### config.mk
export PLATFORM = sky130hd
export DESIGN_NAME = cpio_newc_archive_walker
export DESIGN_NICKNAME = d
export VERILOG_FILES = /design/src/rtl/core/cnaw_pkg.sv /design/src/rtl/core/cpio_newc_archive_walker.sv
export SDC_FILE = /design/constraint.sdc
export NUM_CORES = 1
export LEC_CHECK = 0
export ABC_CLOCK_PERIOD_IN_PS = 18800
export BUFFER_PORTS_ARGS = -buffer_cell sky130_fd_sc_hd__buf_2
export CORE_ASPECT_RATIO = 1.25
export CORE_MARGIN = 4
export CORE_UTILIZATION = 62
export CTS_CLUSTER_SIZE = 12
export DETAILED_ROUTE_END_ITERATION = 7
export PLACE_DENSITY = 0.82
export SLEW_MARGIN = 5
export SYNTH_ARGS = -nofsm -noshare
export SYNTH_HDL_FRONTEND = slang
export SYNTH_SLANG_ARGS = --single-unit
### constraint.sdc
create_clock -name clock -period 18.8 [get_ports clock]
set_input_delay 1.88 -clock clock [delete_from_list [all_inputs] [get_ports clock]]
set_output_delay 1.88 -clock clock [all_outputs]
set_load 0.01 [all_outputs]
### src/rtl/core/cnaw_pkg.sv
// Package for the cpio newc archive walker: phase codes, header layout
// constants, magic and trailer text, and the hex digit and mode decoders.
// No dependencies.
`default_nettype none

package cnaw_pkg;

   // Byte roles; the walker phase uses the same codes.
   localparam logic [2:0] ROLE_HEADER   = 3'd0;
   localparam logic [2:0] ROLE_NAME     = 3'd1;
   localparam logic [2:0] ROLE_NAMEPAD  = 3'd2;
   localparam logic [2:0] ROLE_DATA     = 3'd3;
   localparam logic [2:0] ROLE_DATAPAD  = 3'd4;
   localparam logic [2:0] ROLE_DONE     = 3'd5;
   localparam logic [2:0] ROLE_ERROR    = 3'd6;

   // Entry kinds.
   localparam logic [1:0] KIND_DIR     = 2'd0;
   localparam logic [1:0] KIND_REGULAR = 2'd1;
   localparam logic [1:0] KIND_SYMLINK = 2'd2;
   localparam logic [1:0] KIND_OTHER   = 2'd3;

   // Header layout, in byte positions within the header.
   localparam int          HEADER_BYTES = 110;
   localparam logic [6:0]  HDR_LAST     = 7'd109;
   localparam logic [6:0]  MAGIC_BYTES  = 7'd6;
   localparam logic [6:0]  MODE_FIRST   = 7'd14;
   localparam logic [6:0]  FSIZE_FIRST  = 7'd54;
   localparam logic [6:0]  NSIZE_FIRST  = 7'd94;
   localparam logic [6:0]  HEX_DIGITS   = 7'd8;

   // Trailer name, terminator included.
   localparam logic [31:0] TRAILER_LEN  = 32'd11;

   // File type bits of the mode word.
   localparam logic [31:0] MODE_TYPE_MASK = 32'o170000;
   localparam logic [31:0] MODE_DIR       = 32'o040000;
   localparam logic [31:0] MODE_REGULAR   = 32'o100000;
   localparam logic [31:0] MODE_SYMLINK   = 32'o120000;

   // Result fields held in tuser.
   typedef struct packed {
      logic       archive_finished;
      logic       magic_error;
      logic       header_complete;
      logic [1:0] entry_kind;
      logic [2:0] byte_role;
   } rsp_flags_type;

   // Character of the magic "070701" at a position.
   function automatic logic [7:0] magic_char(input logic [2:0] idx);
      logic [7:0] c;
      begin
         case (idx)
            3'd0, 3'd2, 3'd4: c = 8'h30;
            3'd1, 3'd3:       c = 8'h37;
            default:          c = 8'h31;
         endcase
         return c;
      end
   endfunction

   // Character of "TRAILER!!!" plus its terminating zero at a position.
   function automatic logic [7:0] trailer_char(input logic [3:0] idx);
      logic [7:0] c;
      begin
         case (idx)
            4'd0:                c = 8'h54;
            4'd1:                c = 8'h52;
            4'd2:                c = 8'h41;
            4'd3:                c = 8'h49;
            4'd4:                c = 8'h4C;
            4'd5:                c = 8'h45;
            4'd6:                c = 8'h52;
            4'd7, 4'd8, 4'd9:    c = 8'h21;
            default:             c = 8'h00;
         endcase
         return c;
      end
   endfunction

   // Hex digit decode: bit 4 is set when the character is a hex digit.
   function automatic logic [4:0] hex_digit(input logic [7:0] b);
      logic [4:0] r;
      begin
         if (b >= 8'h30 && b <= 8'h39) begin
            r = {1'b1, b[3:0]};
         end else if ((b >= 8'h41 && b <= 8'h46) || (b >= 8'h61 && b <= 8'h66)) begin
            r = {1'b1, b[3:0] + 4'd9};
         end else begin
            r = 5'd0;
         end
         return r;
      end
   endfunction

   // Entry kind from the file type bits of the mode.
   function automatic logic [1:0] kind_of_mode(input logic [31:0] m);
      logic [31:0] t;
      logic [1:0]  k;
      begin
         t = m & MODE_TYPE_MASK;
         if (t == MODE_DIR) begin
            k = KIND_DIR;
         end else if (t == MODE_REGULAR) begin
            k = KIND_REGULAR;
         end else if (t == MODE_SYMLINK) begin
            k = KIND_SYMLINK;
         end else begin
            k = KIND_OTHER;
         end
         return k;
      end
   endfunction

endpackage

`default_nettype wire

### src/rtl/core/cpio_newc_archive_walker.sv
// Top level of the cpio newc archive walker: walker state, per-byte decode
// and the result register. Depends on cnaw_pkg.
//
// Usage:
//   The request channel carries one archive byte per item in req_tdata and a
//   restart flag in req_tuser; restart marks the byte as the first header
//   byte of a new archive. The response channel returns one item per request
//   item: the byte echoed with the decoded file and name sizes in rsp_tdata,
//   the byte role, entry kind and status flags in rsp_tuser, and rsp_tlast on
//   the final file data byte of an entry.
//   The result of an item accepted at an edge is held in the result register
//   and valid after that edge. One item is taken per cycle while the receiver
//   takes results; the decode is a single pass of counter compares and a hex
//   shift between the walker state and the result register.
//   req_tready is high while the result register is empty or being taken, so
//   a stalled receiver holds exactly one finished result and stops further
//   input until it is taken; nothing is lost or repeated.
//   Reset empties the result register and puts the walker at the first
//   header byte of an archive at offset zero.
`default_nettype none

module cpio_newc_archive_walker (
   input  wire logic         clock,
   input  wire logic         reset,
   // Request channel.
   input  wire logic         req_tvalid,
   output logic              req_tready,
   input  wire logic [7:0]   req_tdata,   // [7:0] archive_byte
   input  wire logic         req_tuser,   // [0] restart
   // Response channel.
   output logic              rsp_tvalid,
   input  wire logic         rsp_tready,
   output logic [71:0]       rsp_tdata,   // [7:0] echoed_byte, [39:8] file_length,
                                          // [71:40] name_length
   output logic              rsp_tlast,   // last_data_byte
   output logic [7:0]        rsp_tuser    // [2:0] byte_role, [4:3] entry_kind,
                                          // [5] header_complete, [6] magic_error,
                                          // [7] archive_finished
);

   // Walker state.
   logic [2:0]  phase_ff, phase_in;
   logic [31:0] count_ff, count_in;
   logic [1:0]  offset_ff, offset_in;
   logic [31:0] mode_ff, mode_in;
   logic [31:0] fsize_ff, fsize_in;
   logic [31:0] nsize_ff, nsize_in;
   logic        stopped_ff, stopped_in;
   logic        bad_ff, bad_in;
   logic        match_ff, match_in;

   // Result register.
   logic                   rsp_valid_ff;
   logic [71:0]            rsp_data_ff, rsp_data_in;
   logic                   rsp_last_ff, rsp_last_in;
   cnaw_pkg::rsp_flags_type rsp_flags_ff, rsp_flags_in;

   // Decode temporaries.
   logic        accept;
   logic        restart;
   logic [7:0]  in_byte;
   logic [2:0]  cur_phase;
   logic [31:0] cur_count;
   logic [31:0] count_inc;
   logic [6:0]  hdr_idx;
   logic [4:0]  digit;
   logic [2:0]  role;
   logic        last_data;
   logic        hdr_done;
   logic        hex_run;

   assign accept     = req_tvalid && req_tready;
   assign req_tready = !rsp_valid_ff || rsp_tready;
   assign restart    = req_tuser;
   assign in_byte    = req_tdata;

   // Next walker state and result for the item at the input.
   always_comb begin
      // Restart starts from the reset state.
      cur_phase  = restart ? cnaw_pkg::ROLE_HEADER : phase_ff;
      cur_count  = restart ? 32'd0 : count_ff;
      mode_in    = restart ? 32'd0 : mode_ff;
      fsize_in   = restart ? 32'd0 : fsize_ff;
      nsize_in   = restart ? 32'd0 : nsize_ff;
      stopped_in = restart ? 1'b0 : stopped_ff;
      bad_in     = restart ? 1'b0 : bad_ff;
      match_in   = restart ? 1'b1 : match_ff;
      offset_in  = (restart ? 2'd0 : offset_ff) + 2'd1;

      phase_in  = cur_phase;
      count_in  = cur_count;
      count_inc = cur_count + 32'd1;
      hdr_idx   = cur_count[6:0];
      digit     = cnaw_pkg::hex_digit(in_byte);
      role      = cur_phase;
      last_data = 1'b0;
      hdr_done  = 1'b0;
      hex_run   = 1'b0;

      unique case (cur_phase)
         cnaw_pkg::ROLE_HEADER: begin
            // Header byte 0 clears the per-entry decode.
            if (hdr_idx == 7'd0) begin
               mode_in    = 32'd0;
               fsize_in   = 32'd0;
               nsize_in   = 32'd0;
               stopped_in = 1'b0;
               match_in   = 1'b1;
            end
            if (hdr_idx < cnaw_pkg::MAGIC_BYTES &&
                in_byte != cnaw_pkg::magic_char(hdr_idx[2:0])) begin
               bad_in   = 1'b1;
               phase_in = cnaw_pkg::ROLE_ERROR;
               role     = cnaw_pkg::ROLE_ERROR;
            end else begin
               // Hex fields: each restarts the stop flag at its first digit.
               if (hdr_idx == cnaw_pkg::MODE_FIRST || hdr_idx == cnaw_pkg::FSIZE_FIRST ||
                   hdr_idx == cnaw_pkg::NSIZE_FIRST) begin
                  stopped_in = 1'b0;
               end
               hex_run = !stopped_in;
               if (hex_run && !digit[4] &&
                   ((hdr_idx >= cnaw_pkg::MODE_FIRST &&
                     hdr_idx < cnaw_pkg::MODE_FIRST + cnaw_pkg::HEX_DIGITS) ||
                    (hdr_idx >= cnaw_pkg::FSIZE_FIRST &&
                     hdr_idx < cnaw_pkg::FSIZE_FIRST + cnaw_pkg::HEX_DIGITS) ||
                    (hdr_idx >= cnaw_pkg::NSIZE_FIRST &&
                     hdr_idx < cnaw_pkg::NSIZE_FIRST + cnaw_pkg::HEX_DIGITS))) begin
                  stopped_in = 1'b1;
               end
               if (hex_run && digit[4]) begin
                  if (hdr_idx >= cnaw_pkg::MODE_FIRST &&
                      hdr_idx < cnaw_pkg::MODE_FIRST + cnaw_pkg::HEX_DIGITS) begin
                     mode_in = {mode_in[27:0], digit[3:0]};
                  end else if (hdr_idx >= cnaw_pkg::FSIZE_FIRST &&
                               hdr_idx < cnaw_pkg::FSIZE_FIRST + cnaw_pkg::HEX_DIGITS) begin
                     fsize_in = {fsize_in[27:0], digit[3:0]};
                  end else if (hdr_idx >= cnaw_pkg::NSIZE_FIRST &&
                               hdr_idx < cnaw_pkg::NSIZE_FIRST + cnaw_pkg::HEX_DIGITS) begin
                     nsize_in = {nsize_in[27:0], digit[3:0]};
                  end
               end
               count_in = count_inc;
               // End of header: go to the name, or skip an empty one.
               if (hdr_idx == cnaw_pkg::HDR_LAST) begin
                  hdr_done = 1'b1;
                  count_in = 32'd0;
                  if (nsize_in != 32'd0) begin
                     phase_in = cnaw_pkg::ROLE_NAME;
                  end else if (offset_in != 2'd0) begin
                     phase_in = cnaw_pkg::ROLE_NAMEPAD;
                  end else if (fsize_in != 32'd0) begin
                     phase_in = cnaw_pkg::ROLE_DATA;
                  end else begin
                     phase_in = cnaw_pkg::ROLE_HEADER;
                  end
               end
            end
         end
         cnaw_pkg::ROLE_NAME: begin
            // Compare the name against the trailer text as it goes by.
            if (cur_count < cnaw_pkg::TRAILER_LEN &&
                in_byte != cnaw_pkg::trailer_char(cur_count[3:0])) begin
               match_in = 1'b0;
            end
            count_in = count_inc;
            if (count_inc == nsize_in) begin
               if (match_in && nsize_in == cnaw_pkg::TRAILER_LEN) begin
                  phase_in = cnaw_pkg::ROLE_DONE;
               end else begin
                  count_in = 32'd0;
                  if (offset_in != 2'd0) begin
                     phase_in = cnaw_pkg::ROLE_NAMEPAD;
                  end else if (fsize_in != 32'd0) begin
                     phase_in = cnaw_pkg::ROLE_DATA;
                  end else begin
                     phase_in = cnaw_pkg::ROLE_HEADER;
                  end
               end
            end
         end
         cnaw_pkg::ROLE_NAMEPAD: begin
            if (offset_in == 2'd0) begin
               count_in = 32'd0;
               phase_in = (fsize_in != 32'd0) ? cnaw_pkg::ROLE_DATA : cnaw_pkg::ROLE_HEADER;
            end
         end
         cnaw_pkg::ROLE_DATA: begin
            count_in = count_inc;
            if (count_inc == fsize_in) begin
               last_data = 1'b1;
               count_in  = 32'd0;
               phase_in  = (offset_in == 2'd0) ? cnaw_pkg::ROLE_HEADER
                                                : cnaw_pkg::ROLE_DATAPAD;
            end
         end
         cnaw_pkg::ROLE_DATAPAD: begin
            if (offset_in == 2'd0) begin
               count_in = 32'd0;
               phase_in = cnaw_pkg::ROLE_HEADER;
            end
         end
         cnaw_pkg::ROLE_DONE: begin
            role = cnaw_pkg::ROLE_DONE;
         end
         default: begin
            phase_in = cnaw_pkg::ROLE_ERROR;
            role     = cnaw_pkg::ROLE_ERROR;
         end
      endcase

      // Result item.
      rsp_data_in                   = {nsize_in, fsize_in, in_byte};
      rsp_last_in                   = last_data;
      rsp_flags_in.byte_role        = role;
      rsp_flags_in.entry_kind       = cnaw_pkg::kind_of_mode(mode_in);
      rsp_flags_in.header_complete  = hdr_done;
      rsp_flags_in.magic_error      = bad_in;
      rsp_flags_in.archive_finished = (phase_in == cnaw_pkg::ROLE_DONE);
   end

   // Walker state registers.
   always_ff @(posedge clock) begin
      if (reset) begin
         phase_ff   <= cnaw_pkg::ROLE_HEADER;
         count_ff   <= 32'd0;
         offset_ff  <= 2'd0;
         mode_ff    <= 32'd0;
         fsize_ff   <= 32'd0;
         nsize_ff   <= 32'd0;
         stopped_ff <= 1'b0;
         bad_ff     <= 1'b0;
         match_ff   <= 1'b1;
      end else if (accept) begin
         phase_ff   <= phase_in;
         count_ff   <= count_in;
         offset_ff  <= offset_in;
         mode_ff    <= mode_in;
         fsize_ff   <= fsize_in;
         nsize_ff   <= nsize_in;
         stopped_ff <= stopped_in;
         bad_ff     <= bad_in;
         match_ff   <= match_in;
      end
   end

   // Result register valid flag.
   always_ff @(posedge clock) begin
      if (reset) begin
         rsp_valid_ff <= 1'b0;
      end else if (accept) begin
         rsp_valid_ff <= 1'b1;
      end else if (rsp_tready) begin
         rsp_valid_ff <= 1'b0;
      end
   end

   // Result register payload.
   always_ff @(posedge clock) begin
      if (accept) begin
         rsp_data_ff  <= rsp_data_in;
         rsp_last_ff  <= rsp_last_in;
         rsp_flags_ff <= rsp_flags_in;
      end
   end

   assign rsp_tvalid = rsp_valid_ff;
   assign rsp_tdata  = rsp_data_ff;
   assign rsp_tlast  = rsp_last_ff;
   assign rsp_tuser  = rsp_flags_ff;

   // A latched magic error shows only on error bytes.
   a_error_role: assert property (@(posedge clock) disable iff (reset)
      rsp_valid_ff && rsp_flags_ff.magic_error |->
         rsp_flags_ff.byte_role == cnaw_pkg::ROLE_ERROR)
      else $error("magic error flagged on a byte that is not an error byte");

   // The last data mark falls only on file data.
   a_last_is_data: assert property (@(posedge clock) disable iff (reset)
      rsp_valid_ff && rsp_last_ff |-> rsp_flags_ff.byte_role == cnaw_pkg::ROLE_DATA)
      else $error("last data mark on a byte that is not file data");

   // Header completion falls only on a header byte.
   a_hdr_done_role: assert property (@(posedge clock) disable iff (reset)
      rsp_valid_ff && rsp_flags_ff.header_complete |->
         rsp_flags_ff.byte_role == cnaw_pkg::ROLE_HEADER)
      else $error("header completion on a byte outside the header");

   // The archive ends on the last name byte or stays ended.
   a_finish_role: assert property (@(posedge clock) disable iff (reset)
      rsp_valid_ff && rsp_flags_ff.archive_finished |->
         (rsp_flags_ff.byte_role == cnaw_pkg::ROLE_NAME ||
          rsp_flags_ff.byte_role == cnaw_pkg::ROLE_DONE))
      else $error("archive end flagged on an unexpected byte role");

   // The walker never rests in an undefined phase code.
   a_phase_legal: assert property (@(posedge clock) disable iff (reset)
      accept |=> phase_ff != 3'd7)
      else $error("walker phase holds an undefined code");

endmodule

`default_nettype wire

## Word-level counts from Yosys, hierarchy flattened

Memories as Yosys holds them, arrays and structs flattened.
Cells that the tools add are included.

- Memories: 1
- Output and inout bits: 83
- Register bits after elaboration: 218
- Bits in read-only memories: 112

- Mux-type cells: 78
- Reduce and logical (&&, ||, !) cells: 37
- Bitwise gates (word level): 1
- $lt $le $gt $ge: 14
- Equality and inequality tests: 22
- $add $sub $neg: 3

Memory list:

| name | depth | width | rd ports | clocked after Yosys merged registers in | wr ports | RTL line | source |
|---|---|---|---|---|---|---|---|
| (name not given) | 16 | 7 | 1 | 0 | 0 | cnaw_pkg.sv:67 | `case (idx)` |

Operator list:

| operator | count |
|---|---|
| 32-bit 2-to-1 mux | 32 |
| 32-bit case mux with 4 select lines | 1 |
| 32-bit nonzero test | 3 |
| 32-bit equality test | 2 |
| 32-bit by 1-bit adder with 32-bit output (second input constant) | 1 |
| 32-bit by 4-bit equality test with 1-bit output (second input constant) | 1 |
| 32-bit by 4-bit < comparator with 1-bit output (second input constant) | 1 |
| 3-bit 2-to-1 mux | 10 |
| 1-bit 2-to-1 mux | 21 |
| 3-bit case mux with 6 select lines | 1 |
| 8-bit by 7-bit greater-or-equal comparator with 1-bit output (second input constant) | 2 |
| 8-bit by 7-bit <= comparator with 1-bit output (second input constant) | 2 |
| 8-bit 2-to-1 mux | 2 |
| 8-bit inequality test | 2 |
| 7-bit equality test (second input constant) | 2 |
| 1-bit logical AND | 13 |
| 3-bit by 2-bit equality test with 1-bit output (second input constant) | 4 |
| 3-bit equality test (second input constant) | 4 |
| 2-bit 2-to-1 mux | 6 |
| 5-bit 2-to-1 mux | 2 |
| 3-bit case mux with 3 select lines | 1 |
| 4-bit equality test (second input constant) | 2 |
| 8-bit by 6-bit greater-or-equal comparator with 1-bit output (second input constant) | 1 |
| 8-bit by 6-bit <= comparator with 1-bit output (second input constant) | 1 |
| other kinds (25) | 38 |

## Logic depth before layout (Yosys ltp)

- Depth after elaboration: 22
- Gate-level depth with buffers: 24

## Worst setup path before layout

No wires, ideal clock.

- Path type: input to register
- Start point: input port req_tuser
- End point: register phase_ff[0]
- Slack: 11.494 ns
- Setup time: 0.279 ns
- Arrival: 7.028 ns
- Required time: 18.521 ns
- Cell stages on the path: 23
- Path through: clkbuf_1 -> clkbuf_1 -> buf_2 -> clkbuf_1 -> buf_2 -> clkbuf_1 -> buf_1 -> clkbuf_1 -> clkbuf_1 -> nor2_1 -> ha_1 -> ha_1 -> xor2_1 -> nand4_1 -> a2111oi_0 -> o311ai_0 -> nor4_1 -> nand4_1 -> or4_4 -> o21ai_4 -> nand2_1 -> a211oi_1 -> a211oi_1

- Word-level cells in the longest chain between the ends: 19

Ends and longest elaborated chain:

| item | RTL line | source |
|---|---|---|
| from (decl) | cpio_newc_archive_walker.sv:29 | `input wire logic req_tuser,` |
| 32-bit 2-to-1 mux | cpio_newc_archive_walker.sv:81 | `cur_count = restart ? 32'd0 : count_ff;` |
| 7-bit by 4-bit equality test with 1-bit output or 7-bit by 6-bit equality test with 1-bit output (tied branches) | cpio_newc_archive_walker.sv:117 | `if (hdr_idx == cnaw_pkg::MODE_FIRST \|\| hdr_idx == cnaw_pkg::FSIZE_FIRST \|\|` |
| 1-bit logical OR (2 in a row) | cpio_newc_archive_walker.sv:117 |  |
| 1-bit 2-to-1 mux | cpio_newc_archive_walker.sv:117 |  |
| 1-bit 2-to-1 mux | cpio_newc_archive_walker.sv:110 | `if (hdr_idx < cnaw_pkg::MAGIC_BYTES &&` |
| 1-bit 2-to-1 mux | cpio_newc_archive_walker.sv:100 | `unique case (cur_phase)` |
| 1-bit logical NOT | cpio_newc_archive_walker.sv:121 | `hex_run = !stopped_in;` |
| 1-bit logical AND | cpio_newc_archive_walker.sv:131 | `if (hex_run && digit[4]) begin` |
| [... 2 more ...] | -- |  |
| 32-bit 2-to-1 mux | cpio_newc_archive_walker.sv:100 |  |
| 32-bit nonzero test | cpio_newc_archive_walker.sv:152 | `end else if (fsize_in != 32'd0) begin` |
| 2-bit 2-to-1 mux | cpio_newc_archive_walker.sv:152 |  |
| 2-bit 2-to-1 mux | cpio_newc_archive_walker.sv:150 | `end else if (offset_in != 2'd0) begin` |
| 2-bit 2-to-1 mux | cpio_newc_archive_walker.sv:148 | `if (nsize_in != 32'd0) begin` |
| 3-bit 2-to-1 mux | cpio_newc_archive_walker.sv:145 | `if (hdr_idx == cnaw_pkg::HDR_LAST) begin` |
| 3-bit 2-to-1 mux | cpio_newc_archive_walker.sv:110 |  |
| 3-bit case mux with 6 select lines * | cpio_newc_archive_walker.sv:100 |  |
| to (signal assigned) | cpio_newc_archive_walker.sv:225 | `phase_ff <= cnaw_pkg::ROLE_HEADER;` |
| to (signal assigned) | cpio_newc_archive_walker.sv:235 | `phase_ff <= phase_in;` |
| to (decl) | cpio_newc_archive_walker.sv:42 | `logic [2:0] phase_ff, phase_in;` |

Mark *: on every way between the ends. The rest lies on a longest branch, timed or not. The select of a mux whose other input is x is not followed.
A chain may end at the register's enable or synchronous reset.

## Worst setup path after layout

- Start point: input port req_tuser
- End point: register count_ff[6]

- Word-level cells in the longest chain between the ends: 11

Ends and longest elaborated chain:

| item | RTL line | source |
|---|---|---|
| 32-bit 2-to-1 mux | cpio_newc_archive_walker.sv:81 |  |
| memory read 16 x 7 bit | -- |  |
| 8-bit 2-to-1 mux | cpio_newc_archive_walker.sv:100 |  |
| 8-bit inequality test | cpio_newc_archive_walker.sv:163 | `in_byte != cnaw_pkg::trailer_char(cur_count[3:0])) begin` |
| 1-bit logical AND | cpio_newc_archive_walker.sv:162 | `if (cur_count < cnaw_pkg::TRAILER_LEN &&` |
| 1-bit 2-to-1 mux | cpio_newc_archive_walker.sv:162 |  |
| 1-bit 2-to-1 mux | cpio_newc_archive_walker.sv:100 |  |
| 1-bit logical AND | cpio_newc_archive_walker.sv:168 | `if (match_in && nsize_in == cnaw_pkg::TRAILER_LEN) begin` |
| 32-bit 2-to-1 mux | cpio_newc_archive_walker.sv:168 |  |
| 32-bit 2-to-1 mux | cpio_newc_archive_walker.sv:167 | `if (count_inc == nsize_in) begin` |
| 32-bit case mux with 4 select lines * | cpio_newc_archive_walker.sv:100 |  |
| to (signal assigned) | cpio_newc_archive_walker.sv:236 | `count_ff <= count_in;` |
| to (decl) | cpio_newc_archive_walker.sv:43 | `logic [31:0] count_ff, count_in;` |

Marks and branches as above.

==> results.sh <==
export IMPL_viasPerCell=6.698
export IMPL_dieArea_mm2=0.02172
export IMPL_grt_max_degree=87
export IMPL_place_port_buffers=95
export IMPL_yosys_area_share_adder=0.01144
export IMPL_clk_pin_slew_ns=0.07
export IMPL_rows=56
export IMPL_crit_path_start_kind="primary input"
export IMPL_hold_class="reg -> reg"
export IMPL_arrival_ns=6.75
export IMPL_met2_usage=0.5202
export IMPL_met3_usage=0.04044
export IMPL_fin_crit_sh=0.3393
export IMPL_synth_xor_area_share=0.07402
export IMPL_crit_type="in -> reg"
export IMPL_synth_edff_count=81
export IMPL_max_freq_mhz=156.8
export IMPL_die_x_um=132.6
export IMPL_yosysSeqAreaShare=0.4034
export IMPL_synth_cell_types=83
export IMPL_grt_use_total=0.3254
export IMPL_clock_root_buffer="clkbuf_16"
export IMPL_crit_required_ns=19.17
export IMPL_fin_setup_tns_ns=0
export IMPL_drc_errors=0
export IMPL_cts_buffers_inserted=22
export IMPL_initial_utilization=0.6362
export IMPL_dpl_cell_count=1659
export IMPL_ant_nets=0
export IMPL_powerDensity_mw_per_mm2=75.34
export IMPL_postCtsSetupBuffers=0
export IMPL_cts_tree="yes"
export IMPL_status="finished, final reports clean"
export IMPL_power_leakage_nw=4.509
export IMPL_irDropWorstVdd_uv=83.76
export IMPL_crit_path_max_fanout=54
export IMPL_final_cells=1698
export IMPL_core_area_mm2=0.01892
export IMPL_drive_above_1_share=0.1166
export IMPL_top_usage_layer="met2"
export IMPL_place_congestion=0.9909
export IMPL_grtUsageMet1=0.4486
export IMPL_num_fill_cells=1570
export IMPL_synth_simple_area_share=0.2574
export IMPL_cts_max_path_buffers=3
export IMPL_avgSynthCellArea_um2=8.375
export IMPL_slew_headroom=0.1476
export IMPL_grt_overflow_total=0
export IMPL_antenna_found_initial=0
export IMPL_ys_warn_count=0
export IMPL_grt_setup_unrepaired="no"
export IMPL_synth_cells=1437
export IMPL_final_nets=1475
export IMPL_htreeDepth=1
export IMPL_synth_top_family_by_area="simple AND/OR/NAND/NOR gates"
export IMPL_drv_slew=0
export IMPL_clock_latency_ns=0.51
export IMPL_post_route_util=0.6932
export IMPL_grt_pass1_wl_um=57260
export IMPL_drtIter0Drc=1209
export IMPL_layout_common_cells="nand2_1 (192), nor2_1 (156), dfxtp_1 (121)"
export IMPL_numClockSinks=202
export IMPL_max_cap_viol_count=0
export IMPL_setup_violations=0
export IMPL_mostFrequentLayoutCell="nand2_1"
export IMPL_diodes=0
export IMPL_cts_repair_resize_count=0
export IMPL_synth_compound_area_frac=0.1882
export IMPL_grt_pass1_vias=10520
export IMPL_skew_ns=0.01761
export IMPL_area_delta_synth_final_pct=8.961
export IMPL_synth_area_mux_share=0.01196
export IMPL_synth_area_mm2=0.01204
export IMPL_io_pins=96
export IMPL_firstDrtPassIters=7
export IMPL_ctsHoldBuffers=0
export IMPL_synthFlopType="dfxtp_1"
export IMPL_worst_slew_pin_slew_ns=1.267
export IMPL_wl_um=36200
export IMPL_avgRoutedWirePerCell_um=21.32
export IMPL_hold_viol_final=0
export IMPL_ys_async_sr_fraction=0
export IMPL_min_period_ns=6.379
export IMPL_ys_ff_latch=202
export IMPL_critPathCaptureType="flop"
export IMPL_die_h_um=163.8
export IMPL_synth_nets=1461
export IMPL_vias=11370
export IMPL_dpl_hpwl_um=24910
==> worst paths after layout <==
check / from / end / slack [ns] / depth (start not counted)
setup / recovery: req_tuser / count_ff[6] / 12.42 / 16
hold / removal: offset_ff[1] / offset_ff[1] / 0.45 / 2
setup reg to reg: count_ff[6] / count_ff[6] / 13.33 / 11
hold reg to reg: offset_ff[1] / offset_ff[1] / 0.45 / 2
==> critical path, cell delays in order <==
cell and delay (ns):
buf_4 0.26, inv_1 0.16, nand2_1 0.12, inv_1 0.15, ha_1 0.30, and3_1 0.28
nand4_1 0.33, or4_1 0.73, a22oi_2 0.19, a21oi_1 0.08, or4_1 0.54, or4_4 0.54
o21ai_4 0.20, nand3_2 0.45, a221oi_2 0.38, nor3_1 0.07
==> cells by family after synthesis <==
group           after synthesis
buf+inv                     157
compound gates              327
fa+ha+maj                    11
mux                          14
flops                       202
simple gates                629
xor+xnor                     97
==> through the flow <==
| step | setup slack [ns] | instance area (um^2) | hold WS (ns) | power [mW] |
|---|---|---|---|---|
| after floorplan | 11.49 | 12040 | 0.4316 | 0.5492 |
| after global placement | 12.17 | 12430 | 0.4395 | 0.5779 |
| after detailed placement | 12.00 | 12430 | 0.4478 | 0.5795 |
| after CTS | 12.53 | 13110 | 0.4559 | 0.9905 |
| after global routing | 12.16 | 13110 | 0.4791 | 1.021 |
| final | 12.42 | 13110 | 0.4523 | 0.9881 |
==> registers in the layout, summed over array words and instances, names as in the netlist <==
register,flops
rsp_tlast,1
rsp_tuser,8
fsize_ff,32
count_ff,32
match_ff,1
mode_ff,16
bad_ff,1
phase_ff,3
nsize_ff,32
rsp_tvalid,1
offset_ff,2
stopped_ff,1
rsp_tdata,72
==> cell type report <==
cell class	instances	area, um^2	share of cell area
clock inverters	6	57.56	0.004389
repair buffers	111	600.6	0.04580
well taps	232	290.3	0.02214
inverters	36	140.1	0.01069
flip-flops and latches	202	4855	0.3702
multi-input cells	1078	6548	0.4993
clock buffers	33	623.1	0.04751
==> where the power goes <==
| group | leakage (nW) | internal, mW | total (mW) | switching, mW |
|---|---|---|---|---|
| sequential | 1.78 | 0.468 | 0.476 | 0.00841 |
| combinational | 2.41 | 0.0265 | 0.0960 | 0.0695 |
| clock | 0.323 | 0.242 | 0.416 | 0.174 |
==> Yosys cell counts, types with 15 or more instances <==
cell / instances / share of area
a21oi_1: 85 / 0.035
a22oi_1: 65 / 0.041
a31oi_1: 22 / 0.011
buf_2: 15 / 0.0062
clkbuf_1: 89 / 0.028
dfxtp_1: 121 / 0.20
edfxtp_1: 81 / 0.20
inv_1: 36 / 0.011
nand2_1: 193 / 0.060
nand3_1: 33 / 0.014
nand4_1: 36 / 0.019
nor2_1: 156 / 0.049
nor2b_1: 22 / 0.011
nor3_1: 45 / 0.019
nor4_1: 45 / 0.023
o21ai_0: 30 / 0.012
xnor2_1: 65 / 0.047
xor2_1: 29 / 0.021
==> metal layers <==
metal | share of wire | routed length (um)
met3 | 0.078 | 2813
met1 | 0.42 | 15060
met2 | 0.46 | 16570
met5 | 0 | 0
met4 | 0.048 | 1754
Power figures use the tool's default switching activity.
